File: src/rtl/ics_pkg.sv
package ics_pkg;

  // Reset values of the configuration registers
  localparam logic        BAND_SELECT_RST     = 1'b0;
  localparam logic [7:0]  QUIET_THRESHOLD_RST = 8'd0;
  localparam logic [7:0]  LIMIT_LEVEL_RST     = 8'd255;
  localparam logic        LIMIT_RUN_MODE_RST  = 1'b0;
  localparam logic [15:0] TIMEOUT_TICKS_RST   = 16'd120;
  localparam logic [5:0]  MAX_ATTEN_RST       = 6'd30;
  localparam logic [5:0]  ATTEN_WIN_LOW_RST   = 6'd0;
  localparam logic [5:0]  ATTEN_WIN_HIGH_RST  = 6'd63;

  // Gain and alarm constants
  localparam logic [7:0] GAIN_LOW_BAND   = 8'd70;
  localparam logic [7:0] GAIN_HIGH_BAND  = 8'd75;
  localparam logic [7:0] OFFSET_CAP      = 8'd62;
  localparam logic [7:0] ALARM_BASE_LOW  = 8'd74;
  localparam logic [7:0] ALARM_BASE_HIGH = 8'd77;

  localparam int unsigned CFG_IDX_W  = 3;
  localparam int unsigned CFG_DATA_W = 16;

  typedef enum logic [2:0] {
    PH_IDLE  = 3'd0,
    PH_WAIT  = 3'd1,
    PH_STEP  = 3'd2,
    PH_LIMIT = 3'd3,
    PH_OK    = 3'd4,
    PH_FAIL  = 3'd5
  } phase_e;

  typedef enum logic [2:0] {
    MSG_CHECKING  = 3'd0,
    MSG_LIMIT     = 3'd1,
    MSG_LIMIT_RUN = 3'd2,
    MSG_OK        = 3'd3,
    MSG_FAIL      = 3'd4
  } msg_e;

  typedef enum logic [1:0] {
    AMP_NONE    = 2'd0,
    AMP_RX_ON   = 2'd1,
    AMP_ALL_ON  = 2'd2,
    AMP_ALL_OFF = 2'd3
  } amp_e;

  typedef enum logic [1:0] {
    FUNC_TICK    = 2'd0,
    FUNC_POWERUP = 2'd1,
    FUNC_RECHECK = 2'd2
  } func_e;

  typedef enum logic [CFG_IDX_W-1:0] {
    CFG_BAND_SELECT     = 3'd0,
    CFG_QUIET_THRESHOLD = 3'd1,
    CFG_LIMIT_LEVEL     = 3'd2,
    CFG_LIMIT_RUN_MODE  = 3'd3,
    CFG_TIMEOUT_TICKS   = 3'd4,
    CFG_MAX_ATTEN       = 3'd5,
    CFG_ATTEN_WIN_LOW   = 3'd6,
    CFG_ATTEN_WIN_HIGH  = 3'd7
  } cfg_idx_e;

  typedef struct packed {
    logic        band_select;
    logic [7:0]  quiet_threshold;
    logic [7:0]  limit_level;
    logic        limit_run_mode;
    logic [15:0] timeout_ticks;
    logic [5:0]  max_atten;
    logic [5:0]  atten_window_low;
    logic [5:0]  atten_window_high;
  } cfg_t;

  typedef struct packed {
    logic [1:0] func;
    logic [7:0] rx_power;
    logic       check_enable;
  } in_t;

  typedef struct packed {
    logic [2:0] check_state;
    logic [2:0] message;
    logic       atten_write;
    logic [5:0] atten_value;
    logic [1:0] amp_command;
    logic       alarm_write;
    logic       alarm_fail;
    logic [7:0] alarm_level;
    logic [7:0] measured_isolation;
    logic [7:0] gain_out;
  } out_t;

  // Check sequencer state carried from one item to the next
  typedef struct packed {
    phase_e      phase;
    logic        powerup_pending;
    logic        recheck_pending;
    logic [5:0]  atten_now;
    logic [7:0]  gain_now;
    logic [7:0]  isolation_now;
    logic [15:0] timeout_count;
    logic        timer_running;
    msg_e        msg_now;
  } seq_st_t;

endpackage

File: src/rtl/ics_cfg.sv
module ics_cfg (
  input  logic                            clk_i,
  input  logic                            rst_ni,
  input  logic                            wr_en_i,
  input  logic [ics_pkg::CFG_IDX_W-1:0]   wr_idx_i,
  input  logic [ics_pkg::CFG_DATA_W-1:0]  wr_data_i,
  output ics_pkg::cfg_t                   cfg_o
);

  ics_pkg::cfg_t cfg_q, cfg_d;

  always_comb begin
    cfg_d = cfg_q;
    if (wr_en_i) begin
      unique case (ics_pkg::cfg_idx_e'(wr_idx_i))
        ics_pkg::CFG_BAND_SELECT:     cfg_d.band_select       = wr_data_i[0];
        ics_pkg::CFG_QUIET_THRESHOLD: cfg_d.quiet_threshold   = wr_data_i[7:0];
        ics_pkg::CFG_LIMIT_LEVEL:     cfg_d.limit_level       = wr_data_i[7:0];
        ics_pkg::CFG_LIMIT_RUN_MODE:  cfg_d.limit_run_mode    = wr_data_i[0];
        ics_pkg::CFG_TIMEOUT_TICKS:   cfg_d.timeout_ticks     = wr_data_i[15:0];
        ics_pkg::CFG_MAX_ATTEN:       cfg_d.max_atten         = wr_data_i[5:0];
        ics_pkg::CFG_ATTEN_WIN_LOW:   cfg_d.atten_window_low  = wr_data_i[5:0];
        ics_pkg::CFG_ATTEN_WIN_HIGH:  cfg_d.atten_window_high = wr_data_i[5:0];
        default:                      cfg_d = cfg_q;
      endcase
    end
  end

  always_ff @(posedge clk_i or negedge rst_ni) begin
    if (!rst_ni) begin
      cfg_q.band_select       <= ics_pkg::BAND_SELECT_RST;
      cfg_q.quiet_threshold   <= ics_pkg::QUIET_THRESHOLD_RST;
      cfg_q.limit_level       <= ics_pkg::LIMIT_LEVEL_RST;
      cfg_q.limit_run_mode    <= ics_pkg::LIMIT_RUN_MODE_RST;
      cfg_q.timeout_ticks     <= ics_pkg::TIMEOUT_TICKS_RST;
      cfg_q.max_atten         <= ics_pkg::MAX_ATTEN_RST;
      cfg_q.atten_window_low  <= ics_pkg::ATTEN_WIN_LOW_RST;
      cfg_q.atten_window_high <= ics_pkg::ATTEN_WIN_HIGH_RST;
    end else begin
      cfg_q <= cfg_d;
    end
  end

  assign cfg_o = cfg_q;

endmodule

File: src/rtl/ics_step.sv
module ics_step #(
  parameter logic [7:0] GainLowBand   = ics_pkg::GAIN_LOW_BAND,
  parameter logic [7:0] GainHighBand  = ics_pkg::GAIN_HIGH_BAND,
  parameter logic [7:0] OffsetCap     = ics_pkg::OFFSET_CAP,
  parameter logic [7:0] AlarmBaseLow  = ics_pkg::ALARM_BASE_LOW,
  parameter logic [7:0] AlarmBaseHigh = ics_pkg::ALARM_BASE_HIGH
) (
  input  ics_pkg::cfg_t    cfg_i,
  input  ics_pkg::in_t     item_i,
  input  ics_pkg::seq_st_t st_i,
  output ics_pkg::seq_st_t st_o,
  output ics_pkg::out_t    res_o
);

  logic [7:0] band_gain;
  logic [7:0] alarm_base;
  logic [8:0] gain_sum;
  logic [7:0] iso_new;
  logic [7:0] gain_new;
  logic [8:0] ref_sum;
  logic [7:0] offset;
  logic [7:0] offset_capped;

  assign band_gain  = cfg_i.band_select ? GainHighBand : GainLowBand;
  assign alarm_base = cfg_i.band_select ? AlarmBaseHigh : AlarmBaseLow;

  // End-of-check gain: isolation is half of gain plus attenuation
  assign gain_sum = {1'b0, st_i.gain_now} + {3'b000, st_i.atten_now};
  assign iso_new  = gain_sum[8:1];
  assign gain_new = gain_sum[7:0] - {2'b00, cfg_i.max_atten};

  // Limit alarm offset from the expected isolation, capped
  assign ref_sum       = {1'b0, band_gain} + {3'b000, cfg_i.max_atten};
  assign offset        = ref_sum[8:1] - iso_new;
  assign offset_capped = (offset > OffsetCap) ? OffsetCap : offset;

  always_comb begin
    ics_pkg::phase_e ph;
    logic            fin;

    st_o = st_i;
    ph   = st_i.phase;
    fin  = 1'b0;
    res_o.atten_write = 1'b0;
    res_o.amp_command = ics_pkg::AMP_NONE;
    res_o.alarm_write = 1'b0;
    res_o.alarm_fail  = 1'b0;
    res_o.alarm_level = '0;

    unique case (item_i.func)
      ics_pkg::FUNC_POWERUP: begin
        st_o.powerup_pending = 1'b1;
        st_o.phase           = ics_pkg::PH_IDLE;
      end
      ics_pkg::FUNC_RECHECK: begin
        st_o.recheck_pending = 1'b1;
        st_o.phase           = ics_pkg::PH_IDLE;
      end
      ics_pkg::FUNC_TICK: begin
        // timer counts down on every tick while running, armed or not
        if (st_i.timer_running && (st_i.timeout_count != '0)) begin
          st_o.timeout_count = st_i.timeout_count - 16'd1;
        end
        if (item_i.check_enable && (st_i.powerup_pending || st_i.recheck_pending)) begin
          if ((ph != ics_pkg::PH_IDLE) && st_i.timer_running &&
              (st_o.timeout_count == '0)) begin
            ph = ics_pkg::PH_FAIL;
          end
          st_o.phase = ph;
          unique case (ph)
            ics_pkg::PH_IDLE: begin
              st_o.timeout_count = cfg_i.timeout_ticks;
              st_o.timer_running = 1'b1;
              st_o.phase         = ics_pkg::PH_WAIT;
              st_o.msg_now       = ics_pkg::MSG_CHECKING;
              st_o.gain_now      = band_gain;
            end
            ics_pkg::PH_WAIT: begin
              if (item_i.rx_power < cfg_i.quiet_threshold) begin
                res_o.amp_command = ics_pkg::AMP_RX_ON;
                res_o.atten_write = 1'b1;
                st_o.atten_now    = cfg_i.max_atten;
                st_o.phase        = ics_pkg::PH_STEP;
                st_o.msg_now      = ics_pkg::MSG_CHECKING;
              end
            end
            ics_pkg::PH_STEP: begin
              if (item_i.rx_power >= cfg_i.limit_level) begin
                if ((st_i.atten_now > cfg_i.atten_window_high) ||
                    (st_i.atten_now < cfg_i.atten_window_low)) begin
                  st_o.phase = ics_pkg::PH_FAIL;
                end else begin
                  st_o.phase = ics_pkg::PH_LIMIT;
                end
              end else if (st_i.atten_now == 6'd0) begin
                st_o.phase = ics_pkg::PH_OK;
              end else if (st_i.atten_now == 6'd1) begin
                res_o.atten_write = 1'b1;
                st_o.atten_now    = 6'd0;
              end else begin
                res_o.atten_write = 1'b1;
                st_o.atten_now    = st_i.atten_now - 6'd2;
              end
            end
            ics_pkg::PH_LIMIT: begin
              fin                = 1'b1;
              st_o.isolation_now = iso_new;
              st_o.gain_now      = gain_new;
              res_o.amp_command  = ics_pkg::AMP_ALL_OFF;
              st_o.msg_now       = cfg_i.limit_run_mode ? ics_pkg::MSG_LIMIT_RUN
                                                        : ics_pkg::MSG_LIMIT;
              res_o.alarm_write  = 1'b1;
              res_o.alarm_level  = alarm_base + offset_capped;
            end
            ics_pkg::PH_OK: begin
              fin                = 1'b1;
              st_o.isolation_now = iso_new;
              st_o.gain_now      = gain_new;
              res_o.amp_command  = ics_pkg::AMP_ALL_ON;
              st_o.msg_now       = ics_pkg::MSG_OK;
              res_o.alarm_write  = 1'b1;
              res_o.alarm_level  = AlarmBaseHigh;
            end
            ics_pkg::PH_FAIL: begin
              fin               = 1'b1;
              res_o.amp_command = ics_pkg::AMP_ALL_OFF;
              st_o.msg_now      = ics_pkg::MSG_FAIL;
              res_o.alarm_write = 1'b1;
              res_o.alarm_fail  = 1'b1;
            end
            default: st_o.phase = ics_pkg::PH_IDLE;
          endcase
          // end phases park the attenuator and disarm the check
          if (fin) begin
            res_o.atten_write    = 1'b1;
            st_o.atten_now       = cfg_i.max_atten;
            st_o.powerup_pending = 1'b0;
            st_o.recheck_pending = 1'b0;
            st_o.timer_running   = 1'b0;
            st_o.timeout_count   = '0;
          end
        end
      end
      default: st_o = st_i;
    endcase

    res_o.check_state        = st_o.phase;
    res_o.message            = st_o.msg_now;
    res_o.atten_value        = st_o.atten_now;
    res_o.measured_isolation = st_o.isolation_now;
    res_o.gain_out           = st_o.gain_now;
  end

endmodule

File: src/rtl/isolation_check_sequencer.sv
// Isolation check sequencer. Each input item is a one-second tick carrying the
// measured output power, or a power-up start / recheck request that restarts
// the check. Every accepted item returns exactly one result item: phase,
// message, attenuator write, amplifier command, alarm value, isolation and
// gain. Items are taken one per clock cycle unless the result register stalls;
// a result is offered once its item has moved from the input register through
// the combinational step logic into the output register. The output register
// lets the next item be taken while a result waits for the consumer. The check
// state updates in the same cycle an item is processed, so consecutive items
// chain without bubbles.
// Configuration registers are written through the cfg port (always ready) and
// must only change while no item is in flight.
module isolation_check_sequencer #(
  parameter logic [7:0] GainLowBand   = ics_pkg::GAIN_LOW_BAND,
  parameter logic [7:0] GainHighBand  = ics_pkg::GAIN_HIGH_BAND,
  parameter logic [7:0] OffsetCap     = ics_pkg::OFFSET_CAP,
  parameter logic [7:0] AlarmBaseLow  = ics_pkg::ALARM_BASE_LOW,
  parameter logic [7:0] AlarmBaseHigh = ics_pkg::ALARM_BASE_HIGH
) (
  input  logic                            clk_i,
  input  logic                            rst_ni,
  // item input
  input  logic                            in_valid_i,
  output logic                            in_ready_o,
  input  ics_pkg::in_t                    in_data_i,
  // result output
  output logic                            out_valid_o,
  input  logic                            out_ready_i,
  output ics_pkg::out_t                   out_data_o,
  // configuration writes
  input  logic                            cfg_valid_i,
  output logic                            cfg_ready_o,
  input  logic [ics_pkg::CFG_IDX_W-1:0]   cfg_index_i,
  input  logic [ics_pkg::CFG_DATA_W-1:0]  cfg_data_i
);

  ics_pkg::cfg_t    cfg;
  ics_pkg::in_t     in_q;
  logic             in_valid_q;
  ics_pkg::out_t    out_q, res;
  logic             out_valid_q;
  ics_pkg::seq_st_t st_q, st_d;
  logic             step_fire;

  assign cfg_ready_o = 1'b1;

  ics_cfg u_cfg (
    .clk_i     (clk_i),
    .rst_ni    (rst_ni),
    .wr_en_i   (cfg_valid_i),
    .wr_idx_i  (cfg_index_i),
    .wr_data_i (cfg_data_i),
    .cfg_o     (cfg)
  );

  // The stored item advances when the result register is free or being drained
  assign step_fire  = in_valid_q && (!out_valid_q || out_ready_i);
  assign in_ready_o = !in_valid_q || step_fire;

  always_ff @(posedge clk_i or negedge rst_ni) begin
    if (!rst_ni) begin
      in_valid_q <= 1'b0;
    end else if (in_ready_o) begin
      in_valid_q <= in_valid_i;
    end
  end

  always_ff @(posedge clk_i) begin
    if (in_ready_o && in_valid_i) begin
      in_q <= in_data_i;
    end
  end

  ics_step #(
    .GainLowBand   (GainLowBand),
    .GainHighBand  (GainHighBand),
    .OffsetCap     (OffsetCap),
    .AlarmBaseLow  (AlarmBaseLow),
    .AlarmBaseHigh (AlarmBaseHigh)
  ) u_step (
    .cfg_i  (cfg),
    .item_i (in_q),
    .st_i   (st_q),
    .st_o   (st_d),
    .res_o  (res)
  );

  // Sequencer state commits only when an item is processed
  always_ff @(posedge clk_i or negedge rst_ni) begin
    if (!rst_ni) begin
      st_q.phase           <= ics_pkg::PH_IDLE;
      st_q.powerup_pending <= 1'b1;
      st_q.recheck_pending <= 1'b0;
      st_q.atten_now       <= ics_pkg::MAX_ATTEN_RST;
      st_q.gain_now        <= '0;
      st_q.isolation_now   <= '0;
      st_q.timeout_count   <= '0;
      st_q.timer_running   <= 1'b0;
      st_q.msg_now         <= ics_pkg::MSG_CHECKING;
    end else if (step_fire) begin
      st_q <= st_d;
    end
  end

  always_ff @(posedge clk_i or negedge rst_ni) begin
    if (!rst_ni) begin
      out_valid_q <= 1'b0;
    end else if (step_fire) begin
      out_valid_q <= 1'b1;
    end else if (out_ready_i) begin
      out_valid_q <= 1'b0;
    end
  end

  always_ff @(posedge clk_i) begin
    if (step_fire) begin
      out_q <= res;
    end
  end

  assign out_valid_o = out_valid_q;
  assign out_data_o  = out_q;

  // A stopped timer always sits at zero
  assert property (@(posedge clk_i) disable iff (!rst_ni)
    !st_q.timer_running |-> (st_q.timeout_count == '0))
    else $error("timer stopped with nonzero count");

  // A failure alarm is only issued from the fail phase
  assert property (@(posedge clk_i) disable iff (!rst_ni)
    (out_valid_q && out_q.alarm_fail) |->
      (out_q.check_state == ics_pkg::PH_FAIL) && out_q.alarm_write)
    else $error("fail alarm outside fail phase");

  // Every alarm parks the attenuator at its maximum and disarms the check
  assert property (@(posedge clk_i) disable iff (!rst_ni)
    (step_fire && res.alarm_write) |=>
      out_q.atten_write && (out_q.atten_value == cfg.max_atten) &&
      !st_q.powerup_pending && !st_q.recheck_pending)
    else $error("alarm issued without parking attenuator");

  // A stalled result and the sequencer state hold until the result is taken
  assert property (@(posedge clk_i) disable iff (!rst_ni)
    (out_valid_q && !out_ready_i) |=> $stable(out_q) && $stable(st_q))
    else $error("result or state changed under stall");

endmodule

File: config.mk
export PLATFORM = sky130hd
export DESIGN_NAME = isolation_check_sequencer
export DESIGN_NICKNAME = d
export VERILOG_FILES = /design/src/rtl/ics_pkg.sv /design/src/rtl/ics_cfg.sv /design/src/rtl/ics_step.sv /design/src/rtl/isolation_check_sequencer.sv
export SDC_FILE = /design/constraint.sdc
export NUM_CORES = 1
export LEC_CHECK = 0
export BUFFER_PORTS_ARGS = -buffer_cell sky130_fd_sc_hd__buf_2
export CAP_MARGIN = 20
export CORE_AREA = 2 2 135 124
export CTS_CLUSTER_SIZE = 16
export DETAILED_ROUTE_END_ITERATION = 8
export DIE_AREA = 0 0 137 126
export GPL_TIMING_DRIVEN = 0
export PLACE_DENSITY = 0.78
export SLEW_MARGIN = 25
export SYNTH_ARGS = -nofsm -noshare
export SYNTH_HDL_FRONTEND = slang
export SYNTH_SLANG_ARGS = --single-unit
File: constraint.sdc
create_clock -name clk_i -period 14.71 [get_ports clk_i]
set_clock_uncertainty 0.1 [all_clocks]
set_input_delay 1.471 -clock clk_i [delete_from_list [all_inputs] [get_ports clk_i]]
set_output_delay 1.471 -clock clk_i [all_outputs]
set_load 0.01 [all_outputs]
Word-level counts from Yosys, hierarchy flattened
Index checks and enable logic that the tools add are counted.
Operators by class
  $add $sub $neg: 7
  order comparisons: 5
  muxes and demuxes: 45
  equal/unequal tests: 17
  reductions and logical operators: 40
Operators by type and width (number)
  2-to-1 mux 47 bit: 1
  2-to-1 mux 42 bit: 1
  2-to-1 mux 17 bit: 2
  2-to-1 mux 16 bit: 2
  one-hot mux 8 bit (2 select lines): 2
  2-to-1 mux 3 bit: 9
  2-to-1 mux 6 bit: 4
  2-to-1 mux 8 bit: 3
  AND reduction 2 bit: 10
  adder 8 x 6 -> 9 bit: 2
  equality test 3 bit, second input constant: 6
  logical NOT 16 bit: 1
  nonzero test 16 bit: 1
  subtractor 16 x 1 -> 16 bit, second input constant: 1
  one-hot mux 3 bit (5 select lines): 1
  equality test 3 x 2 -> 1 bit, second input constant: 4
  one-hot mux 3 bit (4 select lines): 1
  one-hot mux 6 bit (2 select lines): 1
  AND reduction 4 bit: 3
  2-to-1 mux 1 bit: 11
  adder 8 bit: 1
  >= comparator 8 bit: 1
  > comparator 8 x 6 -> 1 bit, second input constant: 1
  less-than comparator 8 bit: 1
  25 further kinds: 44
Word-level totals
  bits in registers: 153
  word-level logic and storage cells: 146
  output and inout port bits: 44

Depth between registers and ports, before layout
Gate-level depths: netlist of the first run.
  depth in word-level cells: 17
  depth in mapped cells: 22
  mapped depth without buffers: 22

Modules after synthesis
From an unflattened synthesis of the first run, not the netlist that was laid out.
Second synthesis, totals
  cell total of the unflattened synthesis: 868
  area total of the unflattened synthesis: 9527.9 sq um
By module, submodules not included
  ics_step: cells each 586, times used 1, area an instance 3927.5 sq um
  isolation_check_sequencer: cells each 162, times used 1, area an instance 3499.6 sq um
  ics_cfg: cells each 120, times used 1, area an instance 2100.8 sq um

Worst setup path after synthesis of the first run
No wires, ideal clock.
  kind: reg2reg
  start: reg st_q[28] (netlist bit)
  end: reg out_q, in the netlist out_data_o[22], data pin
  clock period less this slack: 4.966 ns
  data required time: 14.464 ns
  arrival time: 4.720 ns
  path slack: 9.744 ns
  library setup time: 0.146 ns
  cell stages (with the launch flop): 21
  cells stage by stage: dfrtp_1 -> ha_1 -> fa_1 -> a21o_1 -> a21oi_1 -> o21bai_1 -> a21oi_1 -> xnor2_1 -> inv_1 -> ha_1 -> nor2b_1 -> and3_1 -> a311o_1 -> a21oi_1 -> a2bb2oi_1 -> a311oi_1 -> ha_1 -> fa_1 -> a211o_1 -> a21o_1 -> a21oi_1
Between the ends
  word-level cells in the longest chain between the ends: 6
RTL lines
  start, declared: line isolation_check_sequencer.sv:42  | ics_pkg::seq_st_t st_q, st_d;
  start signal, assigned: line isolation_check_sequencer.sv:101  | st_q <= st_d;
  adder 8 x 6 -> 9 bit *: line ics_step.sv:28  | assign gain_sum = {1'b0, st_i.gain_now} + {3'b000, st_i.atten_now};
  subtractor 8 bit *: line ics_step.sv:34  | assign offset = ref_sum[8:1] - iso_new;
  > comparator 8 x 6 -> 1 bit: line ics_step.sv:35  | assign offset_capped = (offset > OffsetCap) ? OffsetCap : offset;
  2-to-1 mux 8 bit *: line ics_step.sv:35
  adder 8 bit *: line ics_step.sv:113  | res_o.alarm_level = alarm_base + offset_capped;
  one-hot mux 8 bit (2 select lines) *: line ics_step.sv:70  | unique case (ph)
  end signal, assigned: line isolation_check_sequencer.sv:117  | out_q <= res;
  end, declared: line isolation_check_sequencer.sv:40  | ics_pkg::out_t out_q, res;
Every way passes the cells marked *; elsewhere a longest branch is shown, timed or not.
A chain may end at the register's enable or synchronous reset.

Worst setup path in the final report of the first run
  start: reg st_q[36] (netlist bit)
  end: reg out_q, in the netlist out_data_o[21], data pin
The elaborated chain is that of the path after synthesis.

==> results of run 1 <==
==> how the worst max path moves through the flow <==
stage | start | endpoint | slack (ns) | cells after the start
global placement | st_q[36]$_DFFE_PN0P_ | out_data_o[22]$_SDFFCE_PN0P_ | 9.23 | 20
CTS | st_q[36]$_DFFE_PN0P_ | out_data_o[21]$_SDFFCE_PN0P_ | 9.05 | 22
floorplan | st_q[28]$_DFFE_PN0P_ | out_data_o[22]$_SDFFCE_PN0P_ | 9.74 | 20
finish | st_q[36]$_DFFE_PN0P_ | out_data_o[21]$_SDFFCE_PN0P_ | 8.96 | 22
global route | st_q[36]$_DFFE_PN0P_ | out_data_o[21]$_SDFFCE_PN0P_ | 8.64 | 22
detailed placement | st_q[28]$_DFFE_PN0P_ | out_data_o[21]$_SDFFCE_PN0P_ | 9.15 | 22
==> Yosys cell counts (5+ instances only) <==
master | n | area share
sky130_fd_sc_hd__o22ai_1 | 7 | 0.0049
sky130_fd_sc_hd__a21oi_1 | 49 | 0.027
sky130_fd_sc_hd__dfrtp_1 | 74 | 0.21
sky130_fd_sc_hd__or2_2 | 7 | 0.0049
sky130_fd_sc_hd__a22o_1 | 10 | 0.0097
sky130_fd_sc_hd__xnor2_1 | 18 | 0.017
sky130_fd_sc_hd__clkbuf_1 | 24 | 0.010
sky130_fd_sc_hd__nand4_1 | 8 | 0.0055
sky130_fd_sc_hd__mux2_2 | 42 | 0.052
sky130_fd_sc_hd__a211oi_1 | 6 | 0.0050
sky130_fd_sc_hd__edfxtp_1 | 52 | 0.17
sky130_fd_sc_hd__a211o_1 | 6 | 0.0058
sky130_fd_sc_hd__a221o_1 | 6 | 0.0067
sky130_fd_sc_hd__ha_1 | 53 | 0.074
sky130_fd_sc_hd__or3_1 | 14 | 0.0097
sky130_fd_sc_hd__a21o_1 | 24 | 0.020
sky130_fd_sc_hd__o21a_1 | 14 | 0.012
sky130_fd_sc_hd__nor4_1 | 7 | 0.0049
sky130_fd_sc_hd__o21ai_0 | 67 | 0.037
sky130_fd_sc_hd__nor2_1 | 56 | 0.023
sky130_fd_sc_hd__dfstp_2 | 27 | 0.079
sky130_fd_sc_hd__xor2_1 | 8 | 0.0078
sky130_fd_sc_hd__nand3_1 | 16 | 0.0089
sky130_fd_sc_hd__nand2_1 | 93 | 0.039
sky130_fd_sc_hd__and2_1 | 5 | 0.0035
sky130_fd_sc_hd__nor2b_1 | 8 | 0.0055
sky130_fd_sc_hd__nor3_1 | 26 | 0.014
sky130_fd_sc_hd__nand2b_1 | 16 | 0.011
sky130_fd_sc_hd__inv_1 | 54 | 0.022
==> worst max-delay path: stages, from the launching register on <==
cell and delay (ns):
sky130_fd_sc_hd__dfrtp_1 0.41, sky130_fd_sc_hd__ha_1 0.24, sky130_fd_sc_hd__fa_1 0.43, sky130_fd_sc_hd__a21o_1 0.20, sky130_fd_sc_hd__a21oi_1 0.29, sky130_fd_sc_hd__o21bai_1 0.11, sky130_fd_sc_hd__a21oi_1 0.33, sky130_fd_sc_hd__xnor2_1 0.23
sky130_fd_sc_hd__inv_1 0.12, sky130_fd_sc_hd__ha_1 0.35, sky130_fd_sc_hd__nor2b_1 0.19, sky130_fd_sc_hd__and3_1 0.19, sky130_fd_sc_hd__a311o_1 0.31, sky130_fd_sc_hd__a21oi_1 0.13, sky130_fd_sc_hd__a2bb2oi_1 0.52, sky130_fd_sc_hd__or2_2 0.24
sky130_fd_sc_hd__ha_1 0.23, sky130_fd_sc_hd__a21o_1 0.18, sky130_fd_sc_hd__a21oi_1 0.23, sky130_fd_sc_hd__nand2b_1 0.11, sky130_fd_sc_hd__nand2_1 0.10, sky130_fd_sc_hd__xor2_1 0.17, sky130_fd_sc_hd__nor2_1 0.07
==> cells by family (layout without fill, tap and decap cells) <==
family,count (synthesis),in the layout,share of synthesized area
fa+ha+maj,57,57,0.0824
other cells,1,1,0.000416
flops,153,153,0.457
simple gates,288,288,0.161
xor+xnor,26,26,0.0252
mux,44,44,0.0547
compound gates,240,240,0.179
buf+inv,87,196,0.0395
==> cells in the final DEF (no fill, tap or decap), types with 26 or more instances in the layout <==
cell,netlist,layout
sky130_fd_sc_hd__ha_1,53,53
sky130_fd_sc_hd__buf_2,3,77
sky130_fd_sc_hd__mux2_2,42,42
sky130_fd_sc_hd__inv_1,54,54
sky130_fd_sc_hd__o21ai_0,67,67
sky130_fd_sc_hd__edfxtp_1,52,52
sky130_fd_sc_hd__a21oi_1,49,49
sky130_fd_sc_hd__nor2_1,56,56
sky130_fd_sc_hd__nor3_1,26,26
sky130_fd_sc_hd__dfrtp_1,74,74
sky130_fd_sc_hd__dfstp_2,27,27
sky130_fd_sc_hd__nand2_1,93,93
sky130_fd_sc_hd__clkbuf_1,24,27
==> flip-flops by register name (all words and copies together) (netlist names) <==
| signal | flops |
|---|---|
| u_cfg.cfg_o | 52 |
| st_q | 47 |
| out_data_o | 41 |
| in_q | 11 |
| in_valid_q | 1 |
| out_valid_o | 1 |
==> where the power goes <==
part | total [mW] | switching, mW | internal, mW
Sequential | 0.640 | 0.0911 | 0.548
Combinational | 1.11 | 0.623 | 0.482
Clock | 0.443 | 0.175 | 0.268
==> layer usage <==
layer / vias up / global-route usage
li1: 3467 / -
met5: - / 0
met1: 3576 / 0.361
met4: 0 / 0.0764
met3: 37 / 0.0616
met2: 316 / 0.432
==> area by class of cell <==
class / count / area share
Multi-Input combinational cell: 656 / 0.440
Clock inverter: 7 / 0.00764
Inverter: 56 / 0.0205
Buffer: 31 / 0.0142
Clock buffer: 25 / 0.0512
Timing Repair Buffer: 77 / 0.0416
Sequential cell: 153 / 0.399
Tap cell: 207 / 0.0251
==> stage by stage <==
step / total power, mW / setup WS [ns]
global route: 2.36 / 8.64
floorplan: 1.46 / 9.74
global placement: 1.69 / 9.23
finish: 2.19 / 8.96
detailed placement: 1.72 / 9.15
CTS: 2.18 / 9.05
==> results.json, run 1 <==
{
  "run_status": "finished clean",
  "master_cell_of_the_clock_root_buffer": "sky130_fd_sc_hd__clkbuf_16",
  "grt_util_all_layers": 0.267,
  "multiInputGateArea_um2": 4550,
  "worst_hold_startpoint": "st_q[23]$_DFFE_PN0P_",
  "setup_repair_after_global_routing_missed_its_margin": "false",
  "top_layer": "met4",
  "n_fill_cell": 1298,
  "wl_met2_um": 10200,
  "synth-seq-area-share": 0.457,
  "clock_pin_slew_of_the_registers_on_the_worst_case_setup_and_hold_paths_ns": 0.06,
  "number_of_global_route_vias_before_repair": 7157,
  "pin_count": 79,
  "fp.dieArea_um2": 17300,
  "dp_hpwl_um": 16200,
  "numPlacedInstances": 1180,
  "synth_area_per_cell_um2": 10.1,
  "globalplace.congestion": 0.970,
  "final_max_slew_viol_count": 0,
  "ctsLongestPathBuffers": 2,
  "crit_required_ns": 14.79,
  "postSynthCellCount": 896,
  "final-instance-count-excl-fill": 1212,
  "growth_of_design_area_from_synthesis_to_finish_pct": 14.4,
  "fmaxAchievable_ghz": 0.174,
  "tns_ns": 0,
  "power.density_cell_area_nw_per_um2": 212,
  "chipWidth_um": 137,
  "finalCoreUtilization": 0.651,
  "postCtsSetupBuffers": 0,
  "synth_flop_cell": "sky130_fd_sc_hd__dfrtp_1",
  "wl_per_cell_um": 18.1,
  "routed_wl_um": 22000,
  "period_minus_slack_ns": 5.75,
  "synthesis.yosys.warnings": 0,
  "via_count": 7396,
  "cts-buffers-inserted": 17,
  "floorplan.initialDensity": 0.569,
  "globalRouteOverflowTotal": 0,
  "yosys.cell_types.count": 78,
  "die_y_um": 126,
  "synth_nets": 988,
  "worst_ir_drop_vdd_mv": 0.117,
  "synth_edf_count": 52,
  "synth-seq-cells": 153,
  "reg2reg_to": "out_data_o[21]$_SDFFCE_PN0P_",
  "final-setup-viol-count": 0,
  "rows": 44,
  "initialDrtViolationCount": 544,
  "wl_met1_um": 9790,
  "cts_repair_resize_count": 0,
  "crit_fanout": 8,
  "timing.critical_path.from_type": "register",
  "floorplan.core_area_um2": 15900,
  "hold_ws_ns": 0.382,
  "detailed_routed_wire_length_on_met3_um": 1560,
  "p_leak_nw": 4.43,
  "grt_start_max_net_pins": 72,
  "hp-class": "register to register",
  "post_dp_cell_area_um2": 9710,
  "whs_path_depth": 2,
  "io_buffer_count": 75,
  "synth_area_um2": 9020,
  "insertedDiodeCount": 0,
  "clock_tree.htree_level_count": 4,
  "finish.net_count": 1084,
  "drtPass1Iterations": 5,
  "fraction_of_final_layout_cells_sized_beyond_drive_strength_1": 0.208,
  "tritoncts": "done",
  "timing_hold_violations_final": 0,
  "register_area_um2": 4120,
  "number_of_antenna_violations_at_the_first_check_in_global_routing": 0,
  "least_margin_pin_slew_ns": 0.935,
  "reg2reg_slack_ns": 8.96,
  "detail_route.vias_per_cell": 6.10,
  "r2r_start": "st_q[36]$_DFFE_PN0P_",
  "grt_first_pass_wirelength_um": 35800,
  "post_cts_hold_buffer_count": 0,
  "ant_nets": 0,
  "clock_latency_ns": 0.43,
  "post-route-period-util": 0.391,
  "critPathKind": "register to register",
  "hold_end": "st_q[23]$_DFFE_PN0P_",
  "critPathCaptureType": "register",
  "sink_count_of_the_clock_tree": 153,
  "max_slew_margin": 0.372,
  "final_design_area_no_fill_um2": 10300,
  "reg2reg_depth": 22,
  "synth_async_reset_ratio": 0.660,
  "worstPathArrival_ns": 5.83,
  "drv.max_cap_violation_count": 0,
  "drc_viols": 0
}
No activity file was read; power rests on OpenSTA's default activity.
==> inputs of run 2 (changes only) <==
==> constraint.sdc (replaced) <==
create_clock -name clk_i -period 5.83 [get_ports clk_i]
set_clock_uncertainty 0.1 [all_clocks]
set_input_delay 0.583 -clock clk_i [delete_from_list [all_inputs] [get_ports clk_i]]
set_output_delay 0.583 -clock clk_i [all_outputs]
set_load 0.01 [all_outputs]
==> run 2 against run 1 <==
Effect of this change:
- critical path depth unchanged
- sequential power increased to 2.5 times the previous value
- final area increased by 0.19%
- via count decreased by 0.41%
- power increased to 2.5 times the previous value
- die area unchanged
- worst hold slack got worse by 0.16 ns
- setup slack got worse by 8.6 ns
- non-clock buffer count increased by 1
- largest power group unchanged
- highest routed layer unchanged
==> results.json, run 2 (synthesis results as in run 1) <==
{
  "critPathCaptureType": "register",
  "final-setup-viol-count": 0,
  "finish.net_count": 1085,
  "critPathKind": "register to register",
  "ant_nets": 0,
  "least_margin_pin_slew_ns": 0.928,
  "globalplace.congestion": 0.970,
  "max_slew_margin": 0.376,
  "grt_start_max_net_pins": 72,
  "crit_required_ns": 5.91,
  "io_buffer_count": 75,
  "grt_util_all_layers": 0.267,
  "power.density_cell_area_nw_per_um2": 535,
  "worst_ir_drop_vdd_mv": 0.303,
  "rows": 44,
  "clock_latency_ns": 0.44,
  "crit_fanout": 8,
  "grt_first_pass_wirelength_um": 35800,
  "drtPass1Iterations": 5,
  "period_minus_slack_ns": 5.45,
  "drv.max_cap_violation_count": 0,
  "most-common-layout-cells": "sky130_fd_sc_hd__nand2_1, sky130_fd_sc_hd__buf_2, sky130_fd_sc_hd__dfrtp_1, sky130_fd_sc_hd__o21ai_0, sky130_fd_sc_hd__nor2_1",
  "initialDrtViolationCount": 550,
  "mostFrequentLayoutCell": "sky130_fd_sc_hd__nand2_1",
  "master_cell_of_the_clock_root_buffer": "sky130_fd_sc_hd__clkbuf_16",
  "timing_hold_violations_final": 0,
  "clock_pin_slew_of_the_registers_on_the_worst_case_setup_and_hold_paths_ns": 0.06,
  "dp_hpwl_um": 16200,
  "hold_ws_ns": 0.221,
  "die_y_um": 126,
  "run_status": "finished clean",
  "fmaxAchievable_ghz": 0.183,
  "timing.critical_path.from_type": "register",
  "worstPathArrival_ns": 5.53,
  "hp-class": "input pin to register",
  "n_fill_cell": 1294,
  "wl_per_cell_um": 18.1,
  "via_count": 7366,
  "grtUsageMet2": 0.432,
  "growth_of_design_area_from_synthesis_to_finish_pct": 14.6,
  "pre_cts_slack_ns": 0.266,
  "globalRoute.busiestLayer": "met2",
  "floorplan.core_area_um2": 15900,
  "final.setup.worst_slack_ns": 0.379,
  "post-route-period-util": 0.935,
  "final_max_slew_viol_count": 0,
  "sink_count_of_the_clock_tree": 153,
  "chipWidth_um": 137,
  "drc_viols": 0,
  "tns_ns": 0,
  "number_of_antenna_violations_at_the_first_check_in_global_routing": 0,
  "p_leak_nw": 4.43,
  "floorplan.initialDensity": 0.569,
  "groute.layer.met3.usage": 0.0616,
  "setup_repair_after_global_routing_missed_its_margin": "false",
  "number_of_global_route_vias_before_repair": 7157,
  "largest_register_ff_count": 52,
  "fp.dieArea_um2": 17300,
  "insertedDiodeCount": 0,
  "cts-buffers-inserted": 17,
  "globalRouteOverflowTotal": 0,
  "ctsLongestPathBuffers": 2,
  "fraction_of_final_layout_cells_sized_beyond_drive_strength_1": 0.210,
  "detail_route.vias_per_cell": 6.07,
  "met1_usage": 0.361,
  "clock_tree.htree_level_count": 4,
  "pin_count": 79,
  "tritoncts": "done",
  "routed_wl_um": 22000
}
[run 2: what timing repair did]
item | 4_1_cts | 5_1_grt
endpoints found under the hold margin | 29 | 0
setup endpoints to repair | 0 | 5
hold buffers | 1 | 0
gates resized for setup | 0 | 2
buffers inserted | 0 | 0
[run 2: worst max-delay path, cell delays in order, from the launching register on]
cell	delay (ns)
sky130_fd_sc_hd__dfrtp_1	0.41
sky130_fd_sc_hd__ha_1	0.24
sky130_fd_sc_hd__fa_1	0.43
sky130_fd_sc_hd__a21o_1	0.20
sky130_fd_sc_hd__a21oi_1	0.29
sky130_fd_sc_hd__o21bai_1	0.13
sky130_fd_sc_hd__a21oi_2	0.23
sky130_fd_sc_hd__xnor2_1	0.21
sky130_fd_sc_hd__inv_1	0.13
sky130_fd_sc_hd__ha_1	0.35
sky130_fd_sc_hd__nor2b_1	0.19
sky130_fd_sc_hd__and3_1	0.20
sky130_fd_sc_hd__a311o_1	0.31
sky130_fd_sc_hd__a21oi_1	0.18
sky130_fd_sc_hd__a2bb2oi_2	0.32
sky130_fd_sc_hd__or2_2	0.20
sky130_fd_sc_hd__ha_1	0.23
sky130_fd_sc_hd__a21o_1	0.18
sky130_fd_sc_hd__a21oi_1	0.23
sky130_fd_sc_hd__nand2b_1	0.11
sky130_fd_sc_hd__nand2_1	0.10
sky130_fd_sc_hd__xor2_1	0.17
sky130_fd_sc_hd__nor2_1	0.07
[run 2: final timing paths]
kind	startpoint	to	slack [ns]	cells past startpoint
max in group asynchronous	rst_ni	u_cfg.cfg_o[36]$_DFFE_PN1P_	4.43	3
max reg2reg	st_q[36]$_DFFE_PN0P_	out_data_o[21]$_SDFFCE_PN0P_	0.38	22
min reg2reg	st_q[23]$_DFFE_PN0P_	st_q[23]$_DFFE_PN0P_	0.38	2
min	in_data_i[6]	in_q[6]$_DFFE_PP_	0.22	1
min in group asynchronous	rst_ni	st_q[21]$_DFFE_PN0P_	0.50	2
max	st_q[36]$_DFFE_PN0P_	out_data_o[21]$_SDFFCE_PN0P_	0.38	22
[run 2: per-stage QoR]
| step | instances | instance area, µm² | total power, mW | util |
|---|---|---|---|---|
| after detailed placement | 1180 | 9710 | 4.35 | 0.612 |
| after CTS | 1213 | 10300 | 5.50 | 0.651 |
| final | 1213 | 10300 | 5.53 | 0.652 |
| after floorplan | 896 | 9020 | 3.69 | - |
| after global routing | 1213 | 10300 | 5.96 | 0.652 |
| after global placement | 1178 | 9650 | 4.25 | 0.609 |
[run 2: area by class of cell]
cell class,count,area [µm²],share of cell area
plain buffers,31,146,0.0142
multi-input cells,656,4560,0.441
clock buffers,25,528,0.0511
repair buffers,78,439,0.0425
flip-flops and latches,153,4120,0.399
well taps,207,259,0.0250
inverters,56,211,0.0204
clock inverters,7,78.8,0.00762
[run 2: power breakdown]
part | total [mW] | leakage [nW] | internal [mW] | switching, mW
clock | 1.12 | 0.295 | 0.676 | 0.443
sequential | 1.61 | 1.70 | 1.38 | 0.229
combinational | 2.80 | 2.44 | 1.22 | 1.58
total | 5.53 | 4.43 | 3.28 | 2.25
[run 2: metal layers]
layer	share of wire	routed length (µm)	vias up
li1	-	-	3475
met1	0.44	9760	3546
met2	0.46	10200	305
met3	0.073	1610	40
met4	0.018	397	0
met5	0	0	-
